<file path="src/sv/sab_pkg.sv">
package sab_pkg;

   // field widths
   localparam int LEN_W      = 13;
   localparam int COORD_W    = 12;
   localparam int PIX_W      = 32;
   localparam int CSR_ADDR_W = 3;
   localparam int CSR_DATA_W = LEN_W;

   // sizes saturate here before use
   localparam int MAX_DIM = 4096;

   // divider operand widths: a cursor times a length over a length
   localparam int DIV_NUM_W = 2 * LEN_W;
   localparam int DIV_DEN_W = LEN_W;

   localparam logic [PIX_W-1:0] ALPHA_MASK = 32'hFF00_0000;

   typedef enum logic {
      ACT_START = 1'b0,
      ACT_DATA  = 1'b1
   } action_type;

   typedef enum logic [1:0] {
      KIND_READ  = 2'd0,
      KIND_WRITE = 2'd1,
      KIND_DONE  = 2'd2
   } kind_type;

   typedef enum logic [CSR_ADDR_W-1:0] {
      CSR_SRC_LEFT   = 3'd0,
      CSR_SRC_TOP    = 3'd1,
      CSR_SRC_WIDTH  = 3'd2,
      CSR_SRC_HEIGHT = 3'd3,
      CSR_DST_LEFT   = 3'd4,
      CSR_DST_TOP    = 3'd5,
      CSR_DST_WIDTH  = 3'd6,
      CSR_DST_HEIGHT = 3'd7
   } csr_index_type;

   typedef enum logic [1:0] {
      DIV_STEP_X = 2'd0,
      DIV_STEP_Y = 2'd1,
      DIV_POS_X  = 2'd2,
      DIV_POS_Y  = 2'd3
   } div_op_type;

   typedef enum logic [3:0] {
      S_IDLE,
      S_START_CHK,
      S_DATA_CHK,
      S_EMIT_WRITE,
      S_ADVANCE,
      S_DIV_GO,
      S_DIV_WAIT,
      S_EMIT_READ,
      S_EMIT_DONE
   } state_type;

   typedef struct packed {
      action_type             action;
      logic [LEN_W-1:0]       surface_width;
      logic [LEN_W-1:0]       surface_height;
      logic [PIX_W-1:0]       pixel_color;
   } req_type;

   typedef struct packed {
      kind_type               kind;
      logic [COORD_W-1:0]     coord_x;
      logic [COORD_W-1:0]     coord_y;
      logic [PIX_W-1:0]       color;
      logic                   last;
   } rsp_type;

   // controller to datapath
   typedef struct packed {
      logic       start_take;
      logic       pix_take;
      logic       set_busy;
      logic       advance;
      logic       div_start;
      div_op_type div_op;
      logic       out_load;
      kind_type   out_kind;
   } cmd_type;

   // datapath to controller
   typedef struct packed {
      logic clip_zero;
      logic busy;
      logic alpha_set;
      logic finished;
      logic stale;
      logic div_done;
      logic out_free;
   } status_type;

   function automatic logic [LEN_W-1:0] sat_dim(input logic [LEN_W-1:0] v);
      return (v > LEN_W'(MAX_DIM)) ? LEN_W'(MAX_DIM) : v;
   endfunction

   // length of a span that starts at origin, clipped to a surface
   function automatic logic [LEN_W-1:0] clip_len(input logic [COORD_W-1:0] origin,
                                                 input logic [LEN_W-1:0]   len,
                                                 input logic [LEN_W-1:0]   surf);
      logic [LEN_W-1:0] room;
      room = surf - LEN_W'(origin);
      if (LEN_W'(origin) >= surf) begin
         return '0;
      end
      return (len < room) ? len : room;
   endfunction

endpackage

</file>
<file path="src/sv/sab_div.sv">
module sab_div
   import sab_pkg::*;
#(
   parameter int NUM_W = DIV_NUM_W,
   parameter int DEN_W = DIV_DEN_W
) (
   input  logic             clock,
   input  logic             reset,
   input  logic             start,
   input  logic [NUM_W-1:0] num,
   input  logic [DEN_W-1:0] den,
   output logic             done,
   output logic [NUM_W-1:0] quo,
   output logic [DEN_W-1:0] rem
);

   localparam int CNT_W = $clog2(NUM_W + 1);

   logic             busy_ff, busy_in;
   logic             done_ff, done_in;
   logic [CNT_W-1:0] cnt_ff, cnt_in;
   logic [NUM_W-1:0] acc_ff, acc_in;
   logic [DEN_W-1:0] rem_ff, rem_in;
   logic [DEN_W-1:0] den_ff, den_in;

   logic [DEN_W:0]   trial;
   logic [DEN_W:0]   diff;
   logic             ge;

   // one restoring step: bring down the next numerator bit
   assign trial = {rem_ff, acc_ff[NUM_W-1]};
   assign diff  = trial - {1'b0, den_ff};
   assign ge    = (trial >= {1'b0, den_ff});

   always_comb begin
      busy_in = busy_ff;
      done_in = 1'b0;
      cnt_in  = cnt_ff;
      acc_in  = acc_ff;
      rem_in  = rem_ff;
      den_in  = den_ff;
      if (start) begin
         busy_in = 1'b1;
         cnt_in  = CNT_W'(NUM_W);
         acc_in  = num;
         rem_in  = '0;
         den_in  = den;
      end else if (busy_ff) begin
         rem_in = ge ? diff[DEN_W-1:0] : trial[DEN_W-1:0];
         acc_in = {acc_ff[NUM_W-2:0], ge};
         cnt_in = cnt_ff - CNT_W'(1);
         if (cnt_ff == CNT_W'(1)) begin
            busy_in = 1'b0;
            done_in = 1'b1;
         end
      end
   end

   always_ff @(posedge clock) begin
      if (reset) begin
         busy_ff <= 1'b0;
         done_ff <= 1'b0;
         cnt_ff  <= '0;
      end else begin
         busy_ff <= busy_in;
         done_ff <= done_in;
         cnt_ff  <= cnt_in;
      end
      acc_ff <= acc_in;
      rem_ff <= rem_in;
      den_ff <= den_in;
   end

   assign done = done_ff;
   assign quo  = acc_ff;
   assign rem  = rem_ff;

endmodule

</file>
<file path="src/sv/sab_ctrl.sv">
module sab_ctrl
   import sab_pkg::*;
(
   input  logic       clock,
   input  logic       reset,
   input  logic       req_valid,
   input  action_type req_action,
   output logic       req_stall,
   output cmd_type    cmd,
   input  status_type status
);

   state_type  state_ff, state_in;
   div_op_type op_ff, op_in;
   logic       full_ff, full_in;

   // next state and commands
   always_comb begin
      state_in  = state_ff;
      op_in     = op_ff;
      full_in   = full_ff;
      cmd       = '0;
      req_stall = (state_ff != S_IDLE);
      case (state_ff)
         S_IDLE: begin
            if (req_valid) begin
               if (req_action == ACT_START) begin
                  cmd.start_take = 1'b1;
                  state_in       = S_START_CHK;
               end else if (status.busy) begin
                  cmd.pix_take = 1'b1;
                  state_in     = S_DATA_CHK;
               end
            end
         end
         S_START_CHK: begin
            if (status.clip_zero) begin
               state_in = S_EMIT_DONE;
            end else begin
               cmd.set_busy = 1'b1;
               op_in        = DIV_STEP_X;
               full_in      = 1'b0;
               state_in     = S_DIV_GO;
            end
         end
         S_DATA_CHK: begin
            state_in = status.alpha_set ? S_EMIT_WRITE : S_ADVANCE;
         end
         S_EMIT_WRITE: begin
            if (status.out_free) begin
               cmd.out_load = 1'b1;
               cmd.out_kind = KIND_WRITE;
               state_in     = S_ADVANCE;
            end
         end
         S_ADVANCE: begin
            cmd.advance = 1'b1;
            if (status.finished) begin
               state_in = S_EMIT_DONE;
            end else if (status.stale) begin
               // sizes changed mid-blit: redo steps and positions
               op_in    = DIV_STEP_X;
               full_in  = 1'b1;
               state_in = S_DIV_GO;
            end else begin
               state_in = S_EMIT_READ;
            end
         end
         S_DIV_GO: begin
            cmd.div_start = 1'b1;
            cmd.div_op    = op_ff;
            state_in      = S_DIV_WAIT;
         end
         S_DIV_WAIT: begin
            cmd.div_op = op_ff;
            if (status.div_done) begin
               case (op_ff)
                  DIV_STEP_X: begin
                     op_in    = DIV_STEP_Y;
                     state_in = S_DIV_GO;
                  end
                  DIV_STEP_Y: begin
                     if (full_ff) begin
                        op_in    = DIV_POS_X;
                        state_in = S_DIV_GO;
                     end else begin
                        state_in = S_EMIT_READ;
                     end
                  end
                  DIV_POS_X: begin
                     op_in    = DIV_POS_Y;
                     state_in = S_DIV_GO;
                  end
                  DIV_POS_Y: begin
                     state_in = S_EMIT_READ;
                  end
                  default: begin
                     state_in = S_EMIT_READ;
                  end
               endcase
            end
         end
         S_EMIT_READ: begin
            if (status.out_free) begin
               cmd.out_load = 1'b1;
               cmd.out_kind = KIND_READ;
               state_in     = S_IDLE;
            end
         end
         S_EMIT_DONE: begin
            if (status.out_free) begin
               cmd.out_load = 1'b1;
               cmd.out_kind = KIND_DONE;
               state_in     = S_IDLE;
            end
         end
         default: begin
            state_in = S_IDLE;
         end
      endcase
   end

   always_ff @(posedge clock) begin
      if (reset) begin
         state_ff <= S_IDLE;
         op_ff    <= DIV_STEP_X;
         full_ff  <= 1'b0;
      end else begin
         state_ff <= state_in;
         op_ff    <= op_in;
         full_ff  <= full_in;
      end
   end

endmodule

</file>
<file path="src/sv/sab_dp.sv">
module sab_dp
   import sab_pkg::*;
(
   input  logic                  clock,
   input  logic                  reset,
   input  cmd_type               cmd,
   output status_type            status,
   input  req_type               req_data,
   input  logic                  csr_wr_en,
   input  logic [CSR_ADDR_W-1:0] csr_addr,
   input  logic [CSR_DATA_W-1:0] csr_wdata,
   output logic                  rsp_valid,
   input  logic                  rsp_stall,
   output rsp_type               rsp_data
);

   // configuration registers
   logic [COORD_W-1:0] src_left_ff, src_top_ff, dst_left_ff, dst_top_ff;
   logic [LEN_W-1:0]   src_width_ff, src_height_ff, dst_width_ff, dst_height_ff;
   logic               stale_ff, stale_in;

   // blit state
   logic               busy_ff, busy_in;
   logic [LEN_W-1:0]   cx_ff, cx_in, cy_ff, cy_in;
   logic [LEN_W-1:0]   clip_w_ff, clip_w_in, clip_h_ff, clip_h_in;
   logic [PIX_W-1:0]   pix_ff, pix_in;

   // scaled source offsets: quotient and remainder, plus per-step increments
   logic [LEN_W-1:0]   qx_ff, qx_in, rx_ff, rx_in, qy_ff, qy_in, ry_ff, ry_in;
   logic [LEN_W-1:0]   qsx_ff, qsx_in, rsx_ff, rsx_in, qsy_ff, qsy_in, rsy_ff, rsy_in;
   div_op_type         op_ff, op_in;

   logic               rsp_valid_ff, rsp_valid_in;
   rsp_type            rsp_ff, rsp_in;

   logic [LEN_W-1:0]   sw_src, sh_src, dw, dh;
   logic [LEN_W-1:0]   cx_next, cy_next;
   logic               wrap, finished;
   logic [LEN_W:0]     sum_x, sum_y;
   logic [LEN_W-1:0]   mul_a, mul_b;
   logic [DIV_NUM_W-1:0] prod, div_num;
   logic [DIV_DEN_W-1:0] div_den;
   logic               div_done;
   logic [DIV_NUM_W-1:0] div_quo;
   logic [DIV_DEN_W-1:0] div_rem;
   logic               out_free;

   assign sw_src = sat_dim(src_width_ff);
   assign sh_src = sat_dim(src_height_ff);
   assign dw     = sat_dim(dst_width_ff);
   assign dh     = sat_dim(dst_height_ff);

   // configuration writes; a size change flags the increments as stale
   always_ff @(posedge clock) begin
      if (reset) begin
         src_left_ff   <= '0;
         src_top_ff    <= '0;
         src_width_ff  <= '0;
         src_height_ff <= '0;
         dst_left_ff   <= '0;
         dst_top_ff    <= '0;
         dst_width_ff  <= '0;
         dst_height_ff <= '0;
      end else if (csr_wr_en) begin
         case (csr_index_type'(csr_addr))
            CSR_SRC_LEFT:   src_left_ff   <= csr_wdata[COORD_W-1:0];
            CSR_SRC_TOP:    src_top_ff    <= csr_wdata[COORD_W-1:0];
            CSR_SRC_WIDTH:  src_width_ff  <= csr_wdata;
            CSR_SRC_HEIGHT: src_height_ff <= csr_wdata;
            CSR_DST_LEFT:   dst_left_ff   <= csr_wdata[COORD_W-1:0];
            CSR_DST_TOP:    dst_top_ff    <= csr_wdata[COORD_W-1:0];
            CSR_DST_WIDTH:  dst_width_ff  <= csr_wdata;
            CSR_DST_HEIGHT: dst_height_ff <= csr_wdata;
            default: begin
            end
         endcase
      end
   end

   always_comb begin
      stale_in = stale_ff;
      if (cmd.start_take || (cmd.div_start && cmd.div_op == DIV_STEP_X)) begin
         stale_in = 1'b0;
      end
      if (csr_wr_en && (csr_index_type'(csr_addr) == CSR_SRC_WIDTH ||
                        csr_index_type'(csr_addr) == CSR_SRC_HEIGHT ||
                        csr_index_type'(csr_addr) == CSR_DST_WIDTH ||
                        csr_index_type'(csr_addr) == CSR_DST_HEIGHT)) begin
         stale_in = 1'b1;
      end
   end

   // cursor walk
   assign cx_next  = cx_ff + LEN_W'(1);
   assign wrap     = (cx_next >= clip_w_ff);
   assign cy_next  = wrap ? cy_ff + LEN_W'(1) : cy_ff;
   assign finished = (cy_next >= clip_h_ff);

   // incremental floor(cur * src / dst): remainders stay below dst
   assign sum_x = {1'b0, rx_ff} + {1'b0, rsx_ff};
   assign sum_y = {1'b0, ry_ff} + {1'b0, rsy_ff};

   // divider operands
   assign mul_a   = (cmd.div_op == DIV_POS_X) ? cx_ff : cy_ff;
   assign mul_b   = (cmd.div_op == DIV_POS_X) ? sw_src : sh_src;
   assign prod    = DIV_NUM_W'(mul_a) * DIV_NUM_W'(mul_b);
   assign div_num = (cmd.div_op == DIV_STEP_X) ? DIV_NUM_W'(sw_src) :
                    (cmd.div_op == DIV_STEP_Y) ? DIV_NUM_W'(sh_src) : prod;
   assign div_den = (cmd.div_op == DIV_STEP_X || cmd.div_op == DIV_POS_X) ? dw : dh;

   sab_div #(
      .NUM_W (DIV_NUM_W),
      .DEN_W (DIV_DEN_W)
   ) u_div (
      .clock (clock),
      .reset (reset),
      .start (cmd.div_start),
      .num   (div_num),
      .den   (div_den),
      .done  (div_done),
      .quo   (div_quo),
      .rem   (div_rem)
   );

   assign out_free = !rsp_valid_ff || !rsp_stall;

   // blit state update
   always_comb begin
      busy_in   = busy_ff;
      cx_in     = cx_ff;
      cy_in     = cy_ff;
      clip_w_in = clip_w_ff;
      clip_h_in = clip_h_ff;
      pix_in    = pix_ff;
      qx_in     = qx_ff;
      rx_in     = rx_ff;
      qy_in     = qy_ff;
      ry_in     = ry_ff;
      qsx_in    = qsx_ff;
      rsx_in    = rsx_ff;
      qsy_in    = qsy_ff;
      rsy_in    = rsy_ff;
      op_in     = op_ff;

      if (cmd.start_take) begin
         busy_in   = 1'b0;
         cx_in     = '0;
         cy_in     = '0;
         qx_in     = '0;
         rx_in     = '0;
         qy_in     = '0;
         ry_in     = '0;
         clip_w_in = clip_len(dst_left_ff, dw, sat_dim(req_data.surface_width));
         clip_h_in = clip_len(dst_top_ff, dh, sat_dim(req_data.surface_height));
      end
      if (cmd.set_busy) begin
         busy_in = 1'b1;
      end
      if (cmd.pix_take) begin
         pix_in = req_data.pixel_color;
      end

      if (cmd.advance) begin
         if (finished) begin
            cx_in = '0;
            cy_in = '0;
         end else if (wrap) begin
            cx_in = '0;
            qx_in = '0;
            rx_in = '0;
            cy_in = cy_next;
            if (sum_y >= {1'b0, dh}) begin
               ry_in = LEN_W'(sum_y - {1'b0, dh});
               qy_in = qy_ff + qsy_ff + LEN_W'(1);
            end else begin
               ry_in = sum_y[LEN_W-1:0];
               qy_in = qy_ff + qsy_ff;
            end
         end else begin
            cx_in = cx_next;
            if (sum_x >= {1'b0, dw}) begin
               rx_in = LEN_W'(sum_x - {1'b0, dw});
               qx_in = qx_ff + qsx_ff + LEN_W'(1);
            end else begin
               rx_in = sum_x[LEN_W-1:0];
               qx_in = qx_ff + qsx_ff;
            end
         end
      end

      // capture divider results by the operation that was issued
      if (cmd.div_start) begin
         op_in = cmd.div_op;
      end
      if (div_done) begin
         case (op_ff)
            DIV_STEP_X: begin
               qsx_in = div_quo[LEN_W-1:0];
               rsx_in = div_rem;
            end
            DIV_STEP_Y: begin
               qsy_in = div_quo[LEN_W-1:0];
               rsy_in = div_rem;
            end
            DIV_POS_X: begin
               qx_in = div_quo[LEN_W-1:0];
               rx_in = div_rem;
            end
            DIV_POS_Y: begin
               qy_in = div_quo[LEN_W-1:0];
               ry_in = div_rem;
            end
            default: begin
            end
         endcase
      end

      if (cmd.out_load && cmd.out_kind == KIND_DONE) begin
         busy_in = 1'b0;
         cx_in   = '0;
         cy_in   = '0;
      end
   end

   // output register
   always_comb begin
      rsp_valid_in = rsp_valid_ff;
      rsp_in       = rsp_ff;
      if (cmd.out_load) begin
         rsp_valid_in   = 1'b1;
         rsp_in.kind    = cmd.out_kind;
         rsp_in.coord_x = '0;
         rsp_in.coord_y = '0;
         rsp_in.color   = '0;
         rsp_in.last    = 1'b1;
         case (cmd.out_kind)
            KIND_READ: begin
               rsp_in.coord_x = qx_ff[COORD_W-1:0] + src_left_ff;
               rsp_in.coord_y = qy_ff[COORD_W-1:0] + src_top_ff;
            end
            KIND_WRITE: begin
               rsp_in.coord_x = cx_ff[COORD_W-1:0] + dst_left_ff;
               rsp_in.coord_y = cy_ff[COORD_W-1:0] + dst_top_ff;
               rsp_in.color   = pix_ff;
               rsp_in.last    = 1'b0;
            end
            default: begin
            end
         endcase
      end else if (!rsp_stall) begin
         rsp_valid_in = 1'b0;
      end
   end

   always_ff @(posedge clock) begin
      if (reset) begin
         stale_ff     <= 1'b0;
         busy_ff      <= 1'b0;
         cx_ff        <= '0;
         cy_ff        <= '0;
         clip_w_ff    <= '0;
         clip_h_ff    <= '0;
         op_ff        <= DIV_STEP_X;
         rsp_valid_ff <= 1'b0;
      end else begin
         stale_ff     <= stale_in;
         busy_ff      <= busy_in;
         cx_ff        <= cx_in;
         cy_ff        <= cy_in;
         clip_w_ff    <= clip_w_in;
         clip_h_ff    <= clip_h_in;
         op_ff        <= op_in;
         rsp_valid_ff <= rsp_valid_in;
      end
      pix_ff <= pix_in;
      qx_ff  <= qx_in;
      rx_ff  <= rx_in;
      qy_ff  <= qy_in;
      ry_ff  <= ry_in;
      qsx_ff <= qsx_in;
      rsx_ff <= rsx_in;
      qsy_ff <= qsy_in;
      rsy_ff <= rsy_in;
      rsp_ff <= rsp_in;
   end

   assign status.clip_zero = (clip_w_ff == '0) || (clip_h_ff == '0);
   assign status.busy      = busy_ff;
   assign status.alpha_set = ((pix_ff & ALPHA_MASK) != '0);
   assign status.finished  = finished;
   assign status.stale     = stale_ff;
   assign status.div_done  = div_done;
   assign status.out_free  = out_free;

   assign rsp_valid = rsp_valid_ff;
   assign rsp_data  = rsp_ff;

endmodule

</file>
<file path="src/sv/scaled_alpha_blit_engine.sv">
// channel   direction  handshake            payload
// req       in         req_valid/req_stall  req_data  (start or source pixel data)
// rsp       out        rsp_valid/rsp_stall  rsp_data  (source read, write or done)
// csr       in         csr_wr_en            csr_addr, csr_wdata
//
// A data request is accepted, alpha-tested, written when its alpha is set, has its cursor
// stepped and then issues a read or done. A start runs two divisions for the scale
// increments on the one-bit-a-cycle divider, each with issue and wait, or none when clipped
// away; after a size register change in a blit the next pixel redoes four divisions.
// Reset is synchronous, with no clearing pass. req_stall is high while a request is in work;
// rsp_stall holds the output register.
module scaled_alpha_blit_engine
   import sab_pkg::*;
(
   input  logic                  clock,
   input  logic                  reset,
   input  logic                  req_valid,
   output logic                  req_stall,
   input  req_type               req_data,
   output logic                  rsp_valid,
   input  logic                  rsp_stall,
   output rsp_type               rsp_data,
   input  logic                  csr_wr_en,
   input  logic [CSR_ADDR_W-1:0] csr_addr,
   input  logic [CSR_DATA_W-1:0] csr_wdata
);

   cmd_type    cmd;
   status_type status;

   sab_ctrl u_ctrl (
      .clock      (clock),
      .reset      (reset),
      .req_valid  (req_valid),
      .req_action (req_data.action),
      .req_stall  (req_stall),
      .cmd        (cmd),
      .status     (status)
   );

   sab_dp u_dp (
      .clock     (clock),
      .reset     (reset),
      .cmd       (cmd),
      .status    (status),
      .req_data  (req_data),
      .csr_wr_en (csr_wr_en),
      .csr_addr  (csr_addr),
      .csr_wdata (csr_wdata),
      .rsp_valid (rsp_valid),
      .rsp_stall (rsp_stall),
      .rsp_data  (rsp_data)
   );

endmodule
</file>
<file path="config.mk">
export PLATFORM = sky130hd
export DESIGN_NAME = scaled_alpha_blit_engine
export DESIGN_NICKNAME = d
export VERILOG_FILES = /design/src/sv/sab_pkg.sv /design/src/sv/sab_div.sv /design/src/sv/sab_ctrl.sv /design/src/sv/sab_dp.sv /design/src/sv/scaled_alpha_blit_engine.sv
export SDC_FILE = /design/constraint.sdc
export NUM_CORES = 2
export LEC_CHECK = 0
export ABC_AREA = 1
export BUFFER_PORTS_ARGS = -buffer_cell sky130_fd_sc_hd__buf_2
export CORE_MARGIN = 2
export CORE_UTILIZATION = 61
export DETAILED_ROUTE_END_ITERATION = 10
export GPL_TIMING_DRIVEN = 0
export PLACE_DENSITY = 0.79
export SYNTH_ARGS = -nofsm -noshare
export SYNTH_HDL_FRONTEND = slang
export SYNTH_SLANG_ARGS = --single-unit
</file>
<file path="constraint.sdc">
create_clock -name clock -period 15.2 [get_ports clock]
set_input_delay 0.76 -clock clock [delete_from_list [all_inputs] [get_ports clock]]
set_output_delay 0.76 -clock clock [all_outputs]
set_load 0.02 [all_outputs]
</file>
==> impl_metrics.toml <==
[power_and_ir_drop]
irDropWorstVdd_mv = 0.07277
power.total_uw = 3578
power_density_nw_per_um2 = 98.99
total_leakage_power_uw = 0.01698

[layout]
drive_above_1_share = 0.07344
fin_nets = 5121
n_fill_cell = 4619
largest_reg_flops = 59
fin_area_um2 = 36150
final_util = 0.6744
regArea_um2 = 10090
multi_input_area_um2 = 19660
area_delta_synth_final_pct = 9.919

[critical_path]
crit_start = "u_ctrl.state_ff[2]"
critPathKind = "flip-flop to flip-flop"
required_ps = 15500
crit_fanout = 10
end_kind = "flip-flop"
worstReg2RegStart = "u_ctrl.state_ff[2]"
start_kind = "flip-flop"
critical_path_arrival_ps = 7660

[outcome]
status = "finished, final reports clean"

[clock_network]
cts.clk_slew.worst_paths_ps = 60
clkLatencyLatePin_ps = 600
cts_tree = "built"
cts_setup_buffers = 0
cts.repair.resized = 0
cts_buffers = 46
ctsHoldBuffers = 0
cts_root_buf = "clkbuf_16"
cts.sinks = 414
cts_max_path_buffers = 3
htree_levels = 2

[place]
place.gp.congestion = 1.021
port_buffers = 139
placed_cell_area_um2 = 34540
dpl.hpwl_um = 85380

[sta]
fin_hold_ws_ps = 344.1
finalClockSkew_ps = 20.14
final_hold_viol_count = 0
relSlewSlack = 0.1992
timing.setup.tns_ps = 0
finalCritPeriodShare = 0.4843
worstMarginPinSlew_ps = 1200
period_minus_slack_ps = 7361
setup_violations = 0
slew_viol_final = 0
timing.fmax_ghz = 0.1358
grt_setup_unrepaired = "false"

[floorplan]
die_w_um = 236.2
io_pins = 141
dieHeight_um = 236.2
num_rows = 85
die-area_um2 = 55780
core_area_um2 = 53600
initial_core_util = 0.6135

[yosys]
syn_area_um2 = 32890
ys_ff_latch = 414
synthCells = 4428
yosysSeqAreaShare = 0.3068
synthDistinctLibCells = 59
synth_warnings = 0
synth.avg_cell_area_um2 = 7.427
synth_fp_nets = 4929

[job]
max-cap-violations = 0

[routing]
wire_per_inst_um = 20.14
drt_iter0_drc = 3682
via_per_inst = 5.891
drc = 0
ant_nets = 0
firstDrtPassIters = 8
wl_um = 107900
vias = 31560

[global_routing]
grt_usage = 0.3846
grt_pass1_vias = 29620
grt_pass1_wl_um = 165600
grt_max_degree = 35
grt_remaining_overflow = 0
antenna_found_initial = 2

[hold_path]
hp-class = "primary input to flip-flop"
hp-start = "req_data[22]"
## layout by cell type (no fill, tap or decap), types with 52 or more instances in the layout
cell / count
o21ai_0: 254
a21oi_1: 374
nor3_1: 56
ha_1: 287
clkbuf_1: 79
inv_1: 667
a31oi_1: 52
buf_2: 165
nand3_1: 259
dfxtp_1: 234
xor2_1: 73
fa_1: 134
nand2_1: 905
nor2_1: 484
edfxtp_1: 180
nand4_1: 60
## area by class of cell
type / count / area share
inverters: 694 / 0.07207
flip-flops and latches: 414 / 0.2791
diodes: 4 / 0.0002769
plain buffers: 123 / 0.01544
clock inverters: 25 / 0.007823
repair buffers: 144 / 0.02094
well taps: 696 / 0.02409
clock buffers: 60 / 0.03641
multi-input cells: 3197 / 0.5438
## per-layer routing
layer  up-vias  GRT usage  wire length (um)
met5         -          0                16
met2      1694     0.5817             45600
met3       321    0.08590             12330
li1      14970          -                 -
met4         2     0.1678              5477
met1     14580     0.5308             44460
## Yosys cell counts (all sizes together)
cell type	n	area (um2)
o32ai	1	8.760
nand3b	10	75.07
and2	3	18.77
a22o	5	43.79
a21o	16	120.1
o2111ai	6	52.55
o22ai	10	62.56
clkinv	7	26.28
fa	134	2683
a21boi	3	22.52
edfxtp	180	5405
o211ai	30	225.2
nand4	60	375.4
o21ai	278	1541
ha	287	3591
a21oi	375	1881
o21bai	16	120.1
a32o	1	10.01
a211oi	5	37.54
inv	687	2579
a31o	1	8.760
nor2	497	1918
a211o	1	8.760
buf	49	280.3
a41oi	1	8.760
a22oi	5	37.54
o22a	1	8.760
dfxtp	234	4684
clkbuf	74	277.8
o31ai	1	7.510
nor4	21	131.4
or2	14	87.58
nor3b	1	7.510
nor4b	1	8.760
a311oi	1	15.01
o21a	4	31.28
nand2	913	3457
nand3	262	1326
a221oi	4	35.03
a31oi	52	325.3
nor3	59	300.3
xnor2	44	385.4
xor2	74	655.6
## path summary, 6_finish.rpt
check / end / slack [ps] / depth (start not counted)
max: u_dp.u_div.quo[25] / 7840 / 27
min: u_dp.pix_ff[22] / 340 / 1
max reg2reg: u_dp.u_div.quo[25] / 7840 / 27
min reg2reg: u_dp.clip_w_ff[12] / 470 / 2
## kinds of logic (layout without fill, tap and decap cells)
kind of cell,count (synthesis),count (layout),share of synthesized area
and+or+nand+nor,1841,1841,0.2343
AOI/OAI and AO/OA,817,817,0.1402
buffers and inverters,817,1046,0.09618
adders and majority gates,421,421,0.1908
DFF,414,414,0.3068
xor gates and xnor gates,118,118,0.03166
other,0,4,0
## worst max-delay path, stage by stage (launching register included)
cell and delay, ps:
dfxtp_1 390, inv_2 70, nor2_4 130, nand3_2 210, nand2_4 160, nand2_4 110, nor2_4 180, inv_2 60
buf_2 230, o21ai_4 450, inv_1 270, nor2_1 180, fa_1 460, fa_1 550, fa_1 540, fa_1 540
inv_1 50, fa_1 530, inv_1 60, ha_1 380, a21oi_1 260, o21ai_0 160, a211oi_1 270, nand3_1 190
nand2_1 110, nand2_1 70, o21ai_0 250, nand2_1 200
## report_power, final
group / internal (uW) / switching (uW)
sequential: 1250 / 46.5
clock: 687 / 493
combinational: 325 / 778
total: 2260 / 1320
## metrics by stage
stage,setup WS (ps),instances
finish,7839,5357
global route,7578,5353
CTS,7983,5353
detailed placement,8028,5268
global placement,8041,5263
floorplan,9305,4428
Power figures use the tool's default switching activity.
